$ cat config.mk
export PLATFORM = sky130hd
export DESIGN_NAME = frame_rate_meter_top
export DESIGN_NICKNAME = d
export VERILOG_FILES = /design/src/rtl/frm_pkg.sv /design/src/rtl/frame_rate_meter_top.sv /design/src/rtl/frm_div.sv /design/src/rtl/frm_front.sv /design/src/rtl/frm_queue.sv /design/src/rtl/frm_back.sv
export SDC_FILE = /design/constraint.sdc
export NUM_CORES = 2
export LEC_CHECK = 0
export ABC_AREA = 1
export BUFFER_PORTS_ARGS = -buffer_cell sky130_fd_sc_hd__buf_4
export CAP_MARGIN = 20
export CORE_UTILIZATION = 24
export CTS_CLUSTER_DIAMETER = 30
export DETAILED_ROUTE_END_ITERATION = 8
export GPL_TIMING_DRIVEN = 1
export SYNTH_ARGS = -nofsm -noshare
export SYNTH_HDL_FRONTEND = slang
export SYNTH_SLANG_ARGS = --single-unit
export TNS_END_PERCENT = 1
$ cat constraint.sdc
create_clock -name clk -period 11.1 [get_ports clk]
set_input_delay 1.665 -clock clk [delete_from_list [all_inputs] [get_ports clk]]
set_output_delay 1.665 -clock clk [all_outputs]
set_load 0.05 [all_outputs]
$ cat src/rtl/frm_pkg.sv
package frm_pkg;

	localparam int STAMP_W   = 48;
	localparam int FRAC_W    = 16;
	localparam int RATE_W    = 32;
	localparam int FREQ_W    = 32;
	localparam int WINDOW    = 30;
	localparam int PTR_W     = ($clog2(WINDOW) > 0) ? $clog2(WINDOW) : 1;
	localparam int CNT_W     = $clog2(WINDOW + 1);
	localparam int SUM_W     = RATE_W + PTR_W;
	localparam int MS_PER_S  = 1000;
	localparam int MS_W      = 10;
	localparam int MUL_W     = STAMP_W + MS_W;
	localparam int DIV_W     = 64;
	localparam int DEN_W     = STAMP_W;
	localparam int WIDE_W    = (MUL_W > DIV_W) ? MUL_W : DIV_W;
	localparam int SAT_SH    = RATE_W - FRAC_W;
	localparam int Q_DEPTH   = 2;
	localparam int QP_W      = ($clog2(Q_DEPTH) > 0) ? $clog2(Q_DEPTH) : 1;
	localparam int QC_W      = $clog2(Q_DEPTH + 1);
	localparam int IN_DATA_W = ((STAMP_W + 7) / 8) * 8;
	localparam int OUT_RAW_W = 3 * RATE_W + CNT_W;
	localparam int OUT_DATA_W = ((OUT_RAW_W + 7) / 8) * 8;
	localparam int OUT_USER_W = 2;

	localparam logic [FREQ_W-1:0] FREQ_RESET = FREQ_W'(10000000);
	localparam logic [RATE_W-1:0] RATE_SAT   = '1;

	// One classified frame stamp, handed from the front to the back.
	typedef struct packed {
		logic               first;
		logic               zero;
		logic [STAMP_W-1:0] delta;
	} entry_t;

	typedef enum logic [3:0] {
		BK_IDLE,
		BK_CLASS,
		BK_FPS,
		BK_MUL,
		BK_MSCHK,
		BK_MS,
		BK_RDOLD,
		BK_UPD,
		BK_AVG,
		BK_AVGW,
		BK_OUT
	} back_state_t;

endpackage

$ cat src/rtl/frame_rate_meter_top.sv
// Frame rate meter. Send one beat on the s_axis channel per frame start,
// carrying the free-running counter value sampled at that moment. Every
// input beat yields exactly one m_axis beat, in order. The first beat after
// reset only records its stamp and returns a result with valid_res low.
// Later beats return the instantaneous rate, the frame time in ms and the
// mean rate over the last 30 frames, all unsigned 16.16.
// The back end works on one stamp at a time with a single radix-2 divider,
// used in turn for the rate, frame time and average divisions. A first stamp
// skips all three; a zero delta or zero frequency skips the rate and frame
// time divisions, and a saturating frame time skips the frame time division.
// The back end takes the next queued stamp once its result is registered;
// while it works, the queue accepts further stamps until it is full.
// A two-beat queue sits between the front end that takes stamps and the
// back end. A stalled receiver holds the output register; the back end then
// holds one more stamp and the queue two, so three further beats are
// accepted before s_axis_tready drops.
// Reset clears the started flag, the stored stamp, the window and the
// counter frequency (back to 10 MHz). Write cfg_data only while idle.
module frame_rate_meter_top (
	input  logic                           clk,
	input  logic                           arst_n,
	// Counter frequency register, ticks per second.
	input  logic                           cfg_valid,
	output logic                           cfg_ready,
	input  logic [frm_pkg::FREQ_W-1:0]     cfg_data,
	// Input stream.
	input  logic                           s_axis_tvalid,
	output logic                           s_axis_tready,
	// [47:0] timestamp
	input  logic [frm_pkg::IN_DATA_W-1:0]  s_axis_tdata,
	// Output stream.
	output logic                           m_axis_tvalid,
	input  logic                           m_axis_tready,
	// [31:0] fps, [63:32] avg_fps, [95:64] ms_per_frame, [100:96] window_fill
	output logic [frm_pkg::OUT_DATA_W-1:0] m_axis_tdata,
	// [0] valid_res, [1] zero_delta
	output logic [frm_pkg::OUT_USER_W-1:0] m_axis_tuser
);
	import frm_pkg::*;

	logic [FREQ_W-1:0] freq_q;
	logic              q_full;
	logic              q_push;
	entry_t            q_wr_entry;
	logic              q_valid;
	logic              q_pop;
	entry_t            q_head;

	// The register is always ready; a beat simply overwrites the frequency.
	assign cfg_ready = 1'b1;

	always_ff @(posedge clk or negedge arst_n) begin
		if (!arst_n) begin
			freq_q <= FREQ_RESET;
		end else if (cfg_valid && cfg_ready) begin
			freq_q <= cfg_data;
		end
	end

	// Front end: computes the tick delta against the previous stamp and
	// marks first and zero-delta frames.
	frm_front u_front (
		.clk           (clk),
		.arst_n        (arst_n),
		.s_axis_tvalid (s_axis_tvalid),
		.s_axis_tready (s_axis_tready),
		.s_axis_tdata  (s_axis_tdata),
		.q_full        (q_full),
		.q_push        (q_push),
		.q_entry       (q_wr_entry)
	);

	frm_queue u_queue (
		.clk      (clk),
		.arst_n   (arst_n),
		.push     (q_push),
		.wr_entry (q_wr_entry),
		.full     (q_full),
		.pop      (q_pop),
		.rd_valid (q_valid),
		.rd_entry (q_head)
	);

	// Back end: divisions, window update and the output register.
	frm_back u_back (
		.clk           (clk),
		.arst_n        (arst_n),
		.freq          (freq_q),
		.q_valid       (q_valid),
		.q_head        (q_head),
		.q_pop         (q_pop),
		.m_axis_tvalid (m_axis_tvalid),
		.m_axis_tready (m_axis_tready),
		.m_axis_tdata  (m_axis_tdata),
		.m_axis_tuser  (m_axis_tuser)
	);

endmodule

$ cat src/rtl/frm_div.sv
module frm_div (
	input  logic                       clk,
	input  logic                       arst_n,
	input  logic                       start,
	input  logic [frm_pkg::DIV_W-1:0]  num,
	input  logic [frm_pkg::DEN_W-1:0]  den,
	output logic                       done,
	output logic [frm_pkg::DIV_W-1:0]  quot
);
	import frm_pkg::*;

	localparam int STEP_W = $clog2(DIV_W + 1);

	logic [STEP_W-1:0] step_q;
	logic              done_q;
	logic [DIV_W-1:0]  work_q;
	logic [DEN_W-1:0]  rem_q;
	logic [DEN_W-1:0]  den_q;
	logic [DEN_W:0]    trial;
	logic              ge;
	logic [DEN_W-1:0]  rem_d;

	// Restoring division, one quotient bit per cycle. The dividend shifts out
	// of work_q at the top while quotient bits shift in at the bottom.
	assign trial = {rem_q, work_q[DIV_W-1]};
	assign ge    = trial >= {1'b0, den_q};
	assign rem_d = ge ? DEN_W'(trial - {1'b0, den_q}) : trial[DEN_W-1:0];

	always_ff @(posedge clk or negedge arst_n) begin
		if (!arst_n) begin
			step_q <= '0;
			done_q <= 1'b0;
		end else if (start) begin
			step_q <= STEP_W'(DIV_W);
			done_q <= 1'b0;
		end else if (step_q != '0) begin
			step_q <= step_q - 1'b1;
			done_q <= (step_q == STEP_W'(1));
		end else begin
			done_q <= 1'b0;
		end
	end

	always_ff @(posedge clk) begin
		if (start) begin
			work_q <= num;
			rem_q  <= '0;
			den_q  <= den;
		end else if (step_q != '0) begin
			work_q <= {work_q[DIV_W-2:0], ge};
			rem_q  <= rem_d;
		end
	end

	assign done = done_q;
	assign quot = work_q;

endmodule

$ cat src/rtl/frm_front.sv
module frm_front (
	input  logic                          clk,
	input  logic                          arst_n,
	input  logic                          s_axis_tvalid,
	output logic                          s_axis_tready,
	input  logic [frm_pkg::IN_DATA_W-1:0] s_axis_tdata,
	input  logic                          q_full,
	output logic                          q_push,
	output frm_pkg::entry_t               q_entry
);
	import frm_pkg::*;

	logic               started_q;
	logic [STAMP_W-1:0] last_stamp_q;
	logic [STAMP_W-1:0] stamp;
	logic [STAMP_W-1:0] delta;

	assign stamp         = s_axis_tdata[STAMP_W-1:0];
	assign delta         = stamp - last_stamp_q;
	assign s_axis_tready = !q_full;
	assign q_push        = s_axis_tvalid && s_axis_tready;

	assign q_entry.first = !started_q;
	assign q_entry.zero  = (delta == '0);
	assign q_entry.delta = delta;

	always_ff @(posedge clk or negedge arst_n) begin
		if (!arst_n) begin
			started_q    <= 1'b0;
			last_stamp_q <= '0;
		end else if (q_push) begin
			started_q    <= 1'b1;
			last_stamp_q <= stamp;
		end
	end

endmodule

$ cat src/rtl/frm_queue.sv
module frm_queue (
	input  logic            clk,
	input  logic            arst_n,
	input  logic            push,
	input  frm_pkg::entry_t wr_entry,
	output logic            full,
	input  logic            pop,
	output logic            rd_valid,
	output frm_pkg::entry_t rd_entry
);
	import frm_pkg::*;

	entry_t          mem_q [Q_DEPTH];
	logic [QP_W-1:0] wptr_q;
	logic [QP_W-1:0] rptr_q;
	logic [QC_W-1:0] fill_q;
	logic            do_push;
	logic            do_pop;

	assign full     = (fill_q == QC_W'(Q_DEPTH));
	assign rd_valid = (fill_q != '0);
	assign rd_entry = mem_q[rptr_q];
	assign do_push  = push && !full;
	assign do_pop   = pop && rd_valid;

	always_ff @(posedge clk or negedge arst_n) begin
		if (!arst_n) begin
			wptr_q <= '0;
			rptr_q <= '0;
			fill_q <= '0;
		end else begin
			if (do_push) begin
				wptr_q <= (wptr_q == QP_W'(Q_DEPTH - 1)) ? '0 : wptr_q + 1'b1;
			end
			if (do_pop) begin
				rptr_q <= (rptr_q == QP_W'(Q_DEPTH - 1)) ? '0 : rptr_q + 1'b1;
			end
			if (do_push && !do_pop) begin
				fill_q <= fill_q + 1'b1;
			end else if (do_pop && !do_push) begin
				fill_q <= fill_q - 1'b1;
			end
		end
	end

	always_ff @(posedge clk) begin
		if (do_push) begin
			mem_q[wptr_q] <= wr_entry;
		end
	end

endmodule

$ cat src/rtl/frm_back.sv
module frm_back (
	input  logic                           clk,
	input  logic                           arst_n,
	input  logic [frm_pkg::FREQ_W-1:0]     freq,
	input  logic                           q_valid,
	input  frm_pkg::entry_t                q_head,
	output logic                           q_pop,
	output logic                           m_axis_tvalid,
	input  logic                           m_axis_tready,
	output logic [frm_pkg::OUT_DATA_W-1:0] m_axis_tdata,
	output logic [frm_pkg::OUT_USER_W-1:0] m_axis_tuser
);
	import frm_pkg::*;

	back_state_t       state_q;
	back_state_t       state_d;
	entry_t            ent_q;
	logic [RATE_W-1:0] fps_q;
	logic [RATE_W-1:0] ms_q;
	logic [RATE_W-1:0] avg_q;
	logic [RATE_W-1:0] old_q;
	logic [MUL_W-1:0]  m_q;
	logic [SUM_W-1:0]  sum_q;
	logic [CNT_W-1:0]  cnt_q;
	logic [PTR_W-1:0]  ptr_q;
	logic [RATE_W-1:0] hist_q [WINDOW];
	logic              win_full;
	logic              ms_sat;
	logic              out_free;

	logic              out_valid_q;
	logic              out_res_q;
	logic              out_zero_q;
	logic [RATE_W-1:0] out_fps_q;
	logic [RATE_W-1:0] out_avg_q;
	logic [RATE_W-1:0] out_ms_q;
	logic [CNT_W-1:0]  out_fill_q;

	logic              div_start;
	logic [DIV_W-1:0]  div_num;
	logic [DEN_W-1:0]  div_den;
	logic              div_done;
	logic [DIV_W-1:0]  div_quot;

	frm_div u_div (
		.clk    (clk),
		.arst_n (arst_n),
		.start  (div_start),
		.num    (div_num),
		.den    (div_den),
		.done   (div_done),
		.quot   (div_quot)
	);

	assign win_full = (cnt_q == CNT_W'(WINDOW));
	assign out_free = !out_valid_q || m_axis_tready;
	// The frame time overflows exactly when delta * 1000 reaches freq scaled
	// up by the integer bits of the result.
	assign ms_sat   = WIDE_W'(m_q) >= (WIDE_W'(freq) << SAT_SH);

	always_comb begin
		state_d   = state_q;
		q_pop     = 1'b0;
		div_start = 1'b0;
		div_num   = '0;
		div_den   = '0;
		case (state_q)
			BK_IDLE: begin
				if (q_valid) begin
					q_pop   = 1'b1;
					state_d = BK_CLASS;
				end
			end
			BK_CLASS: begin
				if (ent_q.first) begin
					state_d = BK_OUT;
				end else if (ent_q.zero || freq == '0) begin
					state_d = BK_RDOLD;
				end else begin
					div_start = 1'b1;
					div_num   = DIV_W'(freq) << FRAC_W;
					div_den   = ent_q.delta;
					state_d   = BK_FPS;
				end
			end
			BK_FPS: begin
				if (div_done) begin
					state_d = BK_MUL;
				end
			end
			BK_MUL: begin
				state_d = BK_MSCHK;
			end
			BK_MSCHK: begin
				if (ms_sat) begin
					state_d = BK_RDOLD;
				end else begin
					div_start = 1'b1;
					div_num   = DIV_W'(WIDE_W'(m_q) << FRAC_W);
					div_den   = DEN_W'(freq);
					state_d   = BK_MS;
				end
			end
			BK_MS: begin
				if (div_done) begin
					state_d = BK_RDOLD;
				end
			end
			BK_RDOLD: begin
				state_d = BK_UPD;
			end
			BK_UPD: begin
				state_d = BK_AVG;
			end
			BK_AVG: begin
				div_start = 1'b1;
				div_num   = DIV_W'(sum_q);
				div_den   = DEN_W'(cnt_q);
				state_d   = BK_AVGW;
			end
			BK_AVGW: begin
				if (div_done) begin
					state_d = BK_OUT;
				end
			end
			BK_OUT: begin
				if (out_free) begin
					state_d = BK_IDLE;
				end
			end
			default: begin
				state_d = BK_IDLE;
			end
		endcase
	end

	always_ff @(posedge clk or negedge arst_n) begin
		if (!arst_n) begin
			state_q <= BK_IDLE;
		end else begin
			state_q <= state_d;
		end
	end

	// Window bookkeeping: the oldest rate leaves the sum once the window is full.
	always_ff @(posedge clk or negedge arst_n) begin
		if (!arst_n) begin
			sum_q <= '0;
			cnt_q <= '0;
			ptr_q <= '0;
		end else if (state_q == BK_UPD) begin
			sum_q <= sum_q - (win_full ? SUM_W'(old_q) : '0) + SUM_W'(fps_q);
			if (!win_full) begin
				cnt_q <= cnt_q + 1'b1;
			end
			ptr_q <= (ptr_q == PTR_W'(WINDOW - 1)) ? '0 : ptr_q + 1'b1;
		end
	end

	always_ff @(posedge clk) begin
		if (state_q == BK_UPD) begin
			hist_q[ptr_q] <= fps_q;
		end
		if (state_q == BK_RDOLD) begin
			old_q <= hist_q[ptr_q];
		end
	end

	always_ff @(posedge clk) begin
		if (q_pop) begin
			ent_q <= q_head;
		end
		case (state_q)
			BK_CLASS: begin
				fps_q <= ent_q.zero ? RATE_SAT : '0;
				ms_q  <= '0;
			end
			BK_FPS: begin
				if (div_done) begin
					fps_q <= (|div_quot[DIV_W-1:RATE_W]) ? RATE_SAT : div_quot[RATE_W-1:0];
				end
			end
			BK_MUL: begin
				m_q <= MUL_W'(ent_q.delta) * MUL_W'(MS_PER_S);
			end
			BK_MSCHK: begin
				if (ms_sat) begin
					ms_q <= RATE_SAT;
				end
			end
			BK_MS: begin
				if (div_done) begin
					ms_q <= div_quot[RATE_W-1:0];
				end
			end
			BK_AVGW: begin
				if (div_done) begin
					avg_q <= div_quot[RATE_W-1:0];
				end
			end
			default: begin
			end
		endcase
	end

	always_ff @(posedge clk or negedge arst_n) begin
		if (!arst_n) begin
			out_valid_q <= 1'b0;
		end else if (state_q == BK_OUT && out_free) begin
			out_valid_q <= 1'b1;
		end else if (m_axis_tready) begin
			out_valid_q <= 1'b0;
		end
	end

	always_ff @(posedge clk) begin
		if (state_q == BK_OUT && out_free) begin
			out_res_q  <= !ent_q.first;
			out_zero_q <= !ent_q.first && ent_q.zero;
			out_fps_q  <= ent_q.first ? '0 : fps_q;
			out_avg_q  <= ent_q.first ? '0 : avg_q;
			out_ms_q   <= ent_q.first ? '0 : ms_q;
			out_fill_q <= cnt_q;
		end
	end

	assign m_axis_tvalid = out_valid_q;
	assign m_axis_tdata  = OUT_DATA_W'({out_fill_q, out_ms_q, out_avg_q, out_fps_q});
	assign m_axis_tuser  = {out_zero_q, out_res_q};

	a_cnt_bound: assert property (@(posedge clk) disable iff (!arst_n)
		cnt_q <= CNT_W'(WINDOW))
		else $error("window count above window size");

	a_ptr_bound: assert property (@(posedge clk) disable iff (!arst_n)
		ptr_q < PTR_W'(WINDOW))
		else $error("history pointer out of range");

	a_cnt_update: assert property (@(posedge clk) disable iff (!arst_n)
		state_q != BK_UPD |=> $stable(cnt_q))
		else $error("window count moved outside the update step");

	a_first_quiet: assert property (@(posedge clk) disable iff (!arst_n)
		out_valid_q && !out_res_q |-> out_fps_q == '0 && out_ms_q == '0 && !out_zero_q)
		else $error("first-stamp result carries rate data");

endmodule

Word-level counts from Yosys, hierarchy flattened
Memories as Yosys holds them, arrays and structs flattened. A register that Yosys moved wholly into a read port is not among the register bits. Cells that the tools add are included.

$add $sub $neg: 11. $mul: 1. Magnitude comparators: 2. Equality and inequality tests: 20. Multiplexer cells: 49. Bitwise operators: 1. Reduce and logical (&&, ||, !) cells: 31.

Operator list (count): $mux W64 (4); $mux W32 (7); $mux W48 (4); $pmux W64 S3 (1); $pmux W48 S3 (1); $pmux W32 S3 (1); $sub A48 B48 Y48 (2); $pmux W32 S2 (1); $ge A58 B48 Y1 (1); $mul A48 B7 Y55 const B (1); $ge A49 B48 Y1 (1); $logic_not A48 Y1 (1); $pmux W4 S11 (1); $add A37 B32 Y37 (1); $sub A37 B37 Y37 (1); $logic_not A32 Y1 (1); $reduce_or A32 Y1 (1); $mux W4 (6); $eq A4 B3 Y1 const B (4); $mux W1 (15); $mux W7 (2); $eq A4 B4 Y1 const B (3); $add A5 B1 Y5 const B (2); $eq A5 B5 Y1 const B (2); 25 further kinds (51).

Flip-flop bits (word level): 559. Bits in writable memories: 1060. Input port bits: 85. Output and inout port bits: 109. Word-level logic and storage cells: 143. Memories: 2.

Memories: u_back.hist_q (depth 30, bits a word 32, rd ports 1, clocked after memory_dff 1, wr ports 1, RTL line frm_back.sv:26) `logic [RATE_W-1:0] hist_q [WINDOW];`; u_queue.mem_q (depth 2, bits a word 50, rd ports 1, clocked after memory_dff 1, wr ports 1, RTL line frm_queue.sv:13) `entry_t mem_q [Q_DEPTH];`.

Longest topological paths before layout
Depth in word-level cells: 8. Mapped depth: 21.

By module
A second synthesis with hierarchy kept.

Cells, all modules: 9114. Area, all modules: 88507.4 um^2.

Modules (own cells, without submodules): frm_back (instances 1, cells each 5846, area an instance 65654.2 um^2); frm_div (instances 1, cells each 1705, area an instance 11377.2 um^2); frm_front (instances 1, cells each 1132, area an instance 6214.7 um^2); frm_queue (instances 1, cells each 293, area an instance 3947.5 um^2); frame_rate_meter_top (instances 1, cells each 138, area an instance 1313.8 um^2).

Worst setup path before layout
OpenSTA, ideal clock, no wires.

Kind: input-to-reg. Start: input m_axis_tready. End: register u_back.out_avg_q[0] (enable). Library setup time: 565 ps. Data arrival time: 5986 ps. Slack: 4548 ps. Stages on the path: 2. Cells stage by stage: nor2_1 -> nor2_1.

Cells in the longest elaborated chain, start to end: 2.

Ends and longest elaborated chain: from (decl) (RTL line frame_rate_meter_top.sv:33) `input logic m_axis_tready,`; $logic_or A1 B1 Y1 (RTL line frm_back.sv:56) `assign out_free = !out_valid_q || m_axis_tready;`; $logic_and A1 B1 Y1 (RTL line frm_back.sv:217) `if (state_q == BK_OUT && out_free) begin`; to (signal assigned) (RTL line frm_back.sv:221) `out_avg_q <= ent_q.first ? '0 : avg_q;`; to (decl) (RTL line frm_back.sv:35) `logic [RATE_W-1:0] out_avg_q;`.

No other way between the ends. A chain may end at the register's enable or synchronous reset.

Worst setup path in the final report
Start: register u_back.ent_q[5] (netlist name). End: register u_back.m_q[45], data pin.

Cells in the longest elaborated chain, start to end: 1.

Ends and longest elaborated chain: $mul A48 B7 Y55 (RTL line frm_back.sv:184) `m_q <= MUL_W'(ent_q.delta) * MUL_W'(MS_PER_S);`; to (signal assigned) (RTL line frm_back.sv:184); to (decl) (RTL line frm_back.sv:22) `logic [MUL_W-1:0] m_q;`.

No other way between the ends.

==> run metrics <==
status finished clean; library cells used by synthesis 62; die span in y 599 um; Critical Path AT between 5 and 6 ns; nets@finish between 9,000 and 10,000; fill count 36,331; Initial DRC Count 6,560; total CTS buffers 329; clock slew at reported path FFs around 0.06 ns; Final ANT Viol Nets 0; Slew HR 21.5%; worst reg2reg path depth 16; wire length per cell between 15 and 20 um; Setup crit start kind register; crit path kind reg2reg; largest net degree at the start of global routing 216; CTS root buf clkbuf_16; Hold Fails Final Rpt 0; RSZ-0062 raised after global routing false; Core Region around 0.35 mm^2; CP Capture Type register; Area growth syn-to-layout 21.7%; Final Max Tran Viols 0; Worst-Skew Late Latency 0.89 ns; Routed WL 268,000 um; CP startpoint u_back.ent_q[5]$_DFFE_PP_; post-synthesis async set-or-reset flop share 8.52%; leading post-synthesis cells by cell area edfxtp_1, nand2_1, fa_1, inv_1, nor2_1; die area about 0.36 mm^2; delay of the slowest critical-path stage 0.62 ns; yosys warns 0; Post-CTS Hold Fix Bufs 0; Crit path required time approximately 12 ns; HPWL after DPL about 180,000 um; global route hottest layer met2; Global Route met1 Usage a little under a fifth; Final Critical Period between 5 and 6 ns; Final Cycle Share 46.8%; initial antenna violation count 9; Worst Slack Setup Final around 6 ns; Initial Utilization 24.2%; Synth area leader edfxtp_1; Worst Max-Slew Pin Slew 1.17 ns; first-pass GRT wire length 393,000 um; CTS tree built; crit-path cells inv_1, fa_1, fa_1, fa_1, inv_1, fa_1, ha_1, nand2_1, o21ai_0, a21oi_1, o21ai_0, a21oi_1, o21ai_0, nand3_1, nand3_1, nand2_1; Setup Skew roughly 0.10 ns; via count ~62,000; crit path max fanout 5; Final setup viols 0; met3 usage approximately 2.4%; TNS Setup 0 ns; fmax around 0.19 GHz; drt first pass iters 8; most frequent cells in the layout nand2_1, edfxtp_1, inv_1; DR vias/cell about 4.5; port bufs 189; number of max-cap violations 0; reg-to-reg startpoint u_back.ent_q[5]$_DFFE_PP_; Clock Tree Buf Depth 4; Post-CTS Resized 0; worst hold path type reg2reg; worst r2r dst u_back.m_q[45]$_DFFE_PP_; clock sink total roughly 1,700; gpl congestion approximately 0.9; EDFF count, synth 1,508; post-CTS setup buffers 0; Post-Syn Area roughly 0.086 mm^2; R2R Setup Slk 5.90 ns; Die Wd 599 um; FF+latch count, synth 1,701; DRC 0; number of global-route vias before repair between 60,000 and 70,000; Site Rows about 220; Overall Global Routing Usage 14.5%; share of cells above drive strength 1 between 10% and 20%; post-place setup slack around 5.9 ns; syn_area_per_cell between 10 and 15 um^2; Yosys top cell area share ~53%; Seq/Total Area, Yosys approximately 60%; most numerous cell on the critical path fa_1; most common cell after layout, fill and taps aside nand2_1; Setup crit end u_back.m_q[45]$_DFFE_PP_; GRT met2 Usage 23.5%; total gr overflow 0; Slowest cell on crit path o21ai_0; Synth Flop Type edfxtp_1; CTS HTree Levels 5; io pins between 150 and 200; Synth Instances roughly 8,400
-- final cells by class --
cell class	instances	area (um^2)	area share [%]
Clock inverter	222	2660	2.55
Timing Repair Buffer	292	2250	2.16
Sequential cell	1701	49900	47.9
Tap cell	4730	5920	5.68
Antenna cell	6	15.0	0.0144
Multi-Input combinational cell	5280	30600	29.4
Inverter	1135	4270	4.10
Clock buffer	376	8600	8.25
-- critical path: cells and delay by family (launching register included) --
family	cells	cell delay (ns)
AOI/OAI and AO/OA	5	1.43
and+or+nand+nor	4	0.42
DFF	1	0.42
adders and majority gates	5	2.34
buffers and inverters	2	0.33
-- stage by stage --
stage                     instance area [um^2]  hold slack, ns  instances  util (%)
after floorplan                          85600           0.429       8414         -
after global placement                   92900           0.440      13137      26.3
after detailed placement                 92900           0.455      13137      26.3
after CTS                               104000           0.467      13735      29.4
after global routing                    104000           0.476      13737      29.4
final                                   104000           0.459      13742      29.4
-- registers in the layout, summed over array words and instances, names as in the netlist, 2 cells and up --
name / count
freq_q: 32
u_back.avg_q: 32
u_back.cnt_q: 5
u_back.ent_q: 50
u_back.fps_q: 32
u_back.hist_q: 960
u_back.m_q: 55
u_back.ms_q: 32
u_back.old_q: 32
u_back.out_avg_q: 32
u_back.out_fill_q: 5
u_back.out_fps_q: 32
u_back.out_ms_q: 32
u_back.ptr_q: 5
u_back.state_q: 4
u_back.sum_q: 37
u_back.u_div.den_q: 48
u_back.u_div.quot: 64
u_back.u_div.rem_q: 48
u_back.u_div.step_q: 7
u_front.last_stamp_q: 48
u_queue.fill_q: 2
u_queue.mem_q: 100
-- Yosys cell counts (14+ instances only) --
library cell  instances
dfxtp_1              48
buf_2                41
a221oi_1             41
nor4_1               16
xor2_1               78
nand3b_1             14
o21ai_0             759
nor3_1               50
o21bai_1             24
a21boi_0             16
a21o_1               30
xnor2_1              48
edfxtp_1           1508
a22o_1               30
nand3_1             169
dfrtp_1             137
nand4_1              84
a21oi_1             280
a31oi_1              18
inv_2                28
nor2_2               15
o22ai_1             285
inv_1              1105
fa_1                216
o21a_1               16
ha_1                290
clkbuf_1            229
nand2_1            1638
nor2_1             1075
-- how the worst min path moves through the flow --
| stage | depth (start not counted) | slack (ns) | start | to |
|---|---|---|---|---|
| after CTS | 2 | 0.47 | u_front.started_q$_DFFE_PN0P_ | u_front.started_q$_DFFE_PN0P_ |
| after global routing | 2 | 0.48 | u_back.u_div.rem_q[6]$_SDFFE_PP0P_ | u_back.u_div.rem_q[6]$_SDFFE_PP0P_ |
| final | 2 | 0.46 | u_front.started_q$_DFFE_PN0P_ | u_front.started_q$_DFFE_PN0P_ |
| after detailed placement | 2 | 0.45 | u_back.u_div.rem_q[6]$_SDFFE_PP0P_ | u_back.u_div.rem_q[6]$_SDFFE_PP0P_ |
| after floorplan | 2 | 0.43 | u_front.started_q$_DFFE_PN0P_ | u_front.started_q$_DFFE_PN0P_ |
| after global placement | 2 | 0.44 | u_front.started_q$_DFFE_PN0P_ | u_front.started_q$_DFFE_PN0P_ |
-- layer usage --
layer / routed length (um) / up-vias / share of wire [%]
met1: 113000 / 30341 / 42
met2: 123000 / 2316 / 46
met5: 17 / - / 0.0063
met4: 12800 / 2 / 4.8
li1: - / 29201 / -
met3: 18900 / 525 / 7.0
-- logic make-up (layout without fill, tap and decap cells) --
family / Yosys count / count (layout) / share of synthesized area [%]
simple gates: 3099 / 3099 / 14.5
flops: 1701 / 1701 / 58.3
compound gates: 1542 / 1542 / 10.1
buf+inv: 1433 / 2025 / 6.46
fa+ha+maj: 506 / 506 / 9.29
xor+xnor: 126 / 126 / 1.29
mux: 3 / 3 / 0.0351
other cells: 2 / 10 / 0.00877
Power is left out: the tool's default activity adds up to more than one toggle a clock period on the data nets, which glitch-free logic cannot reach.
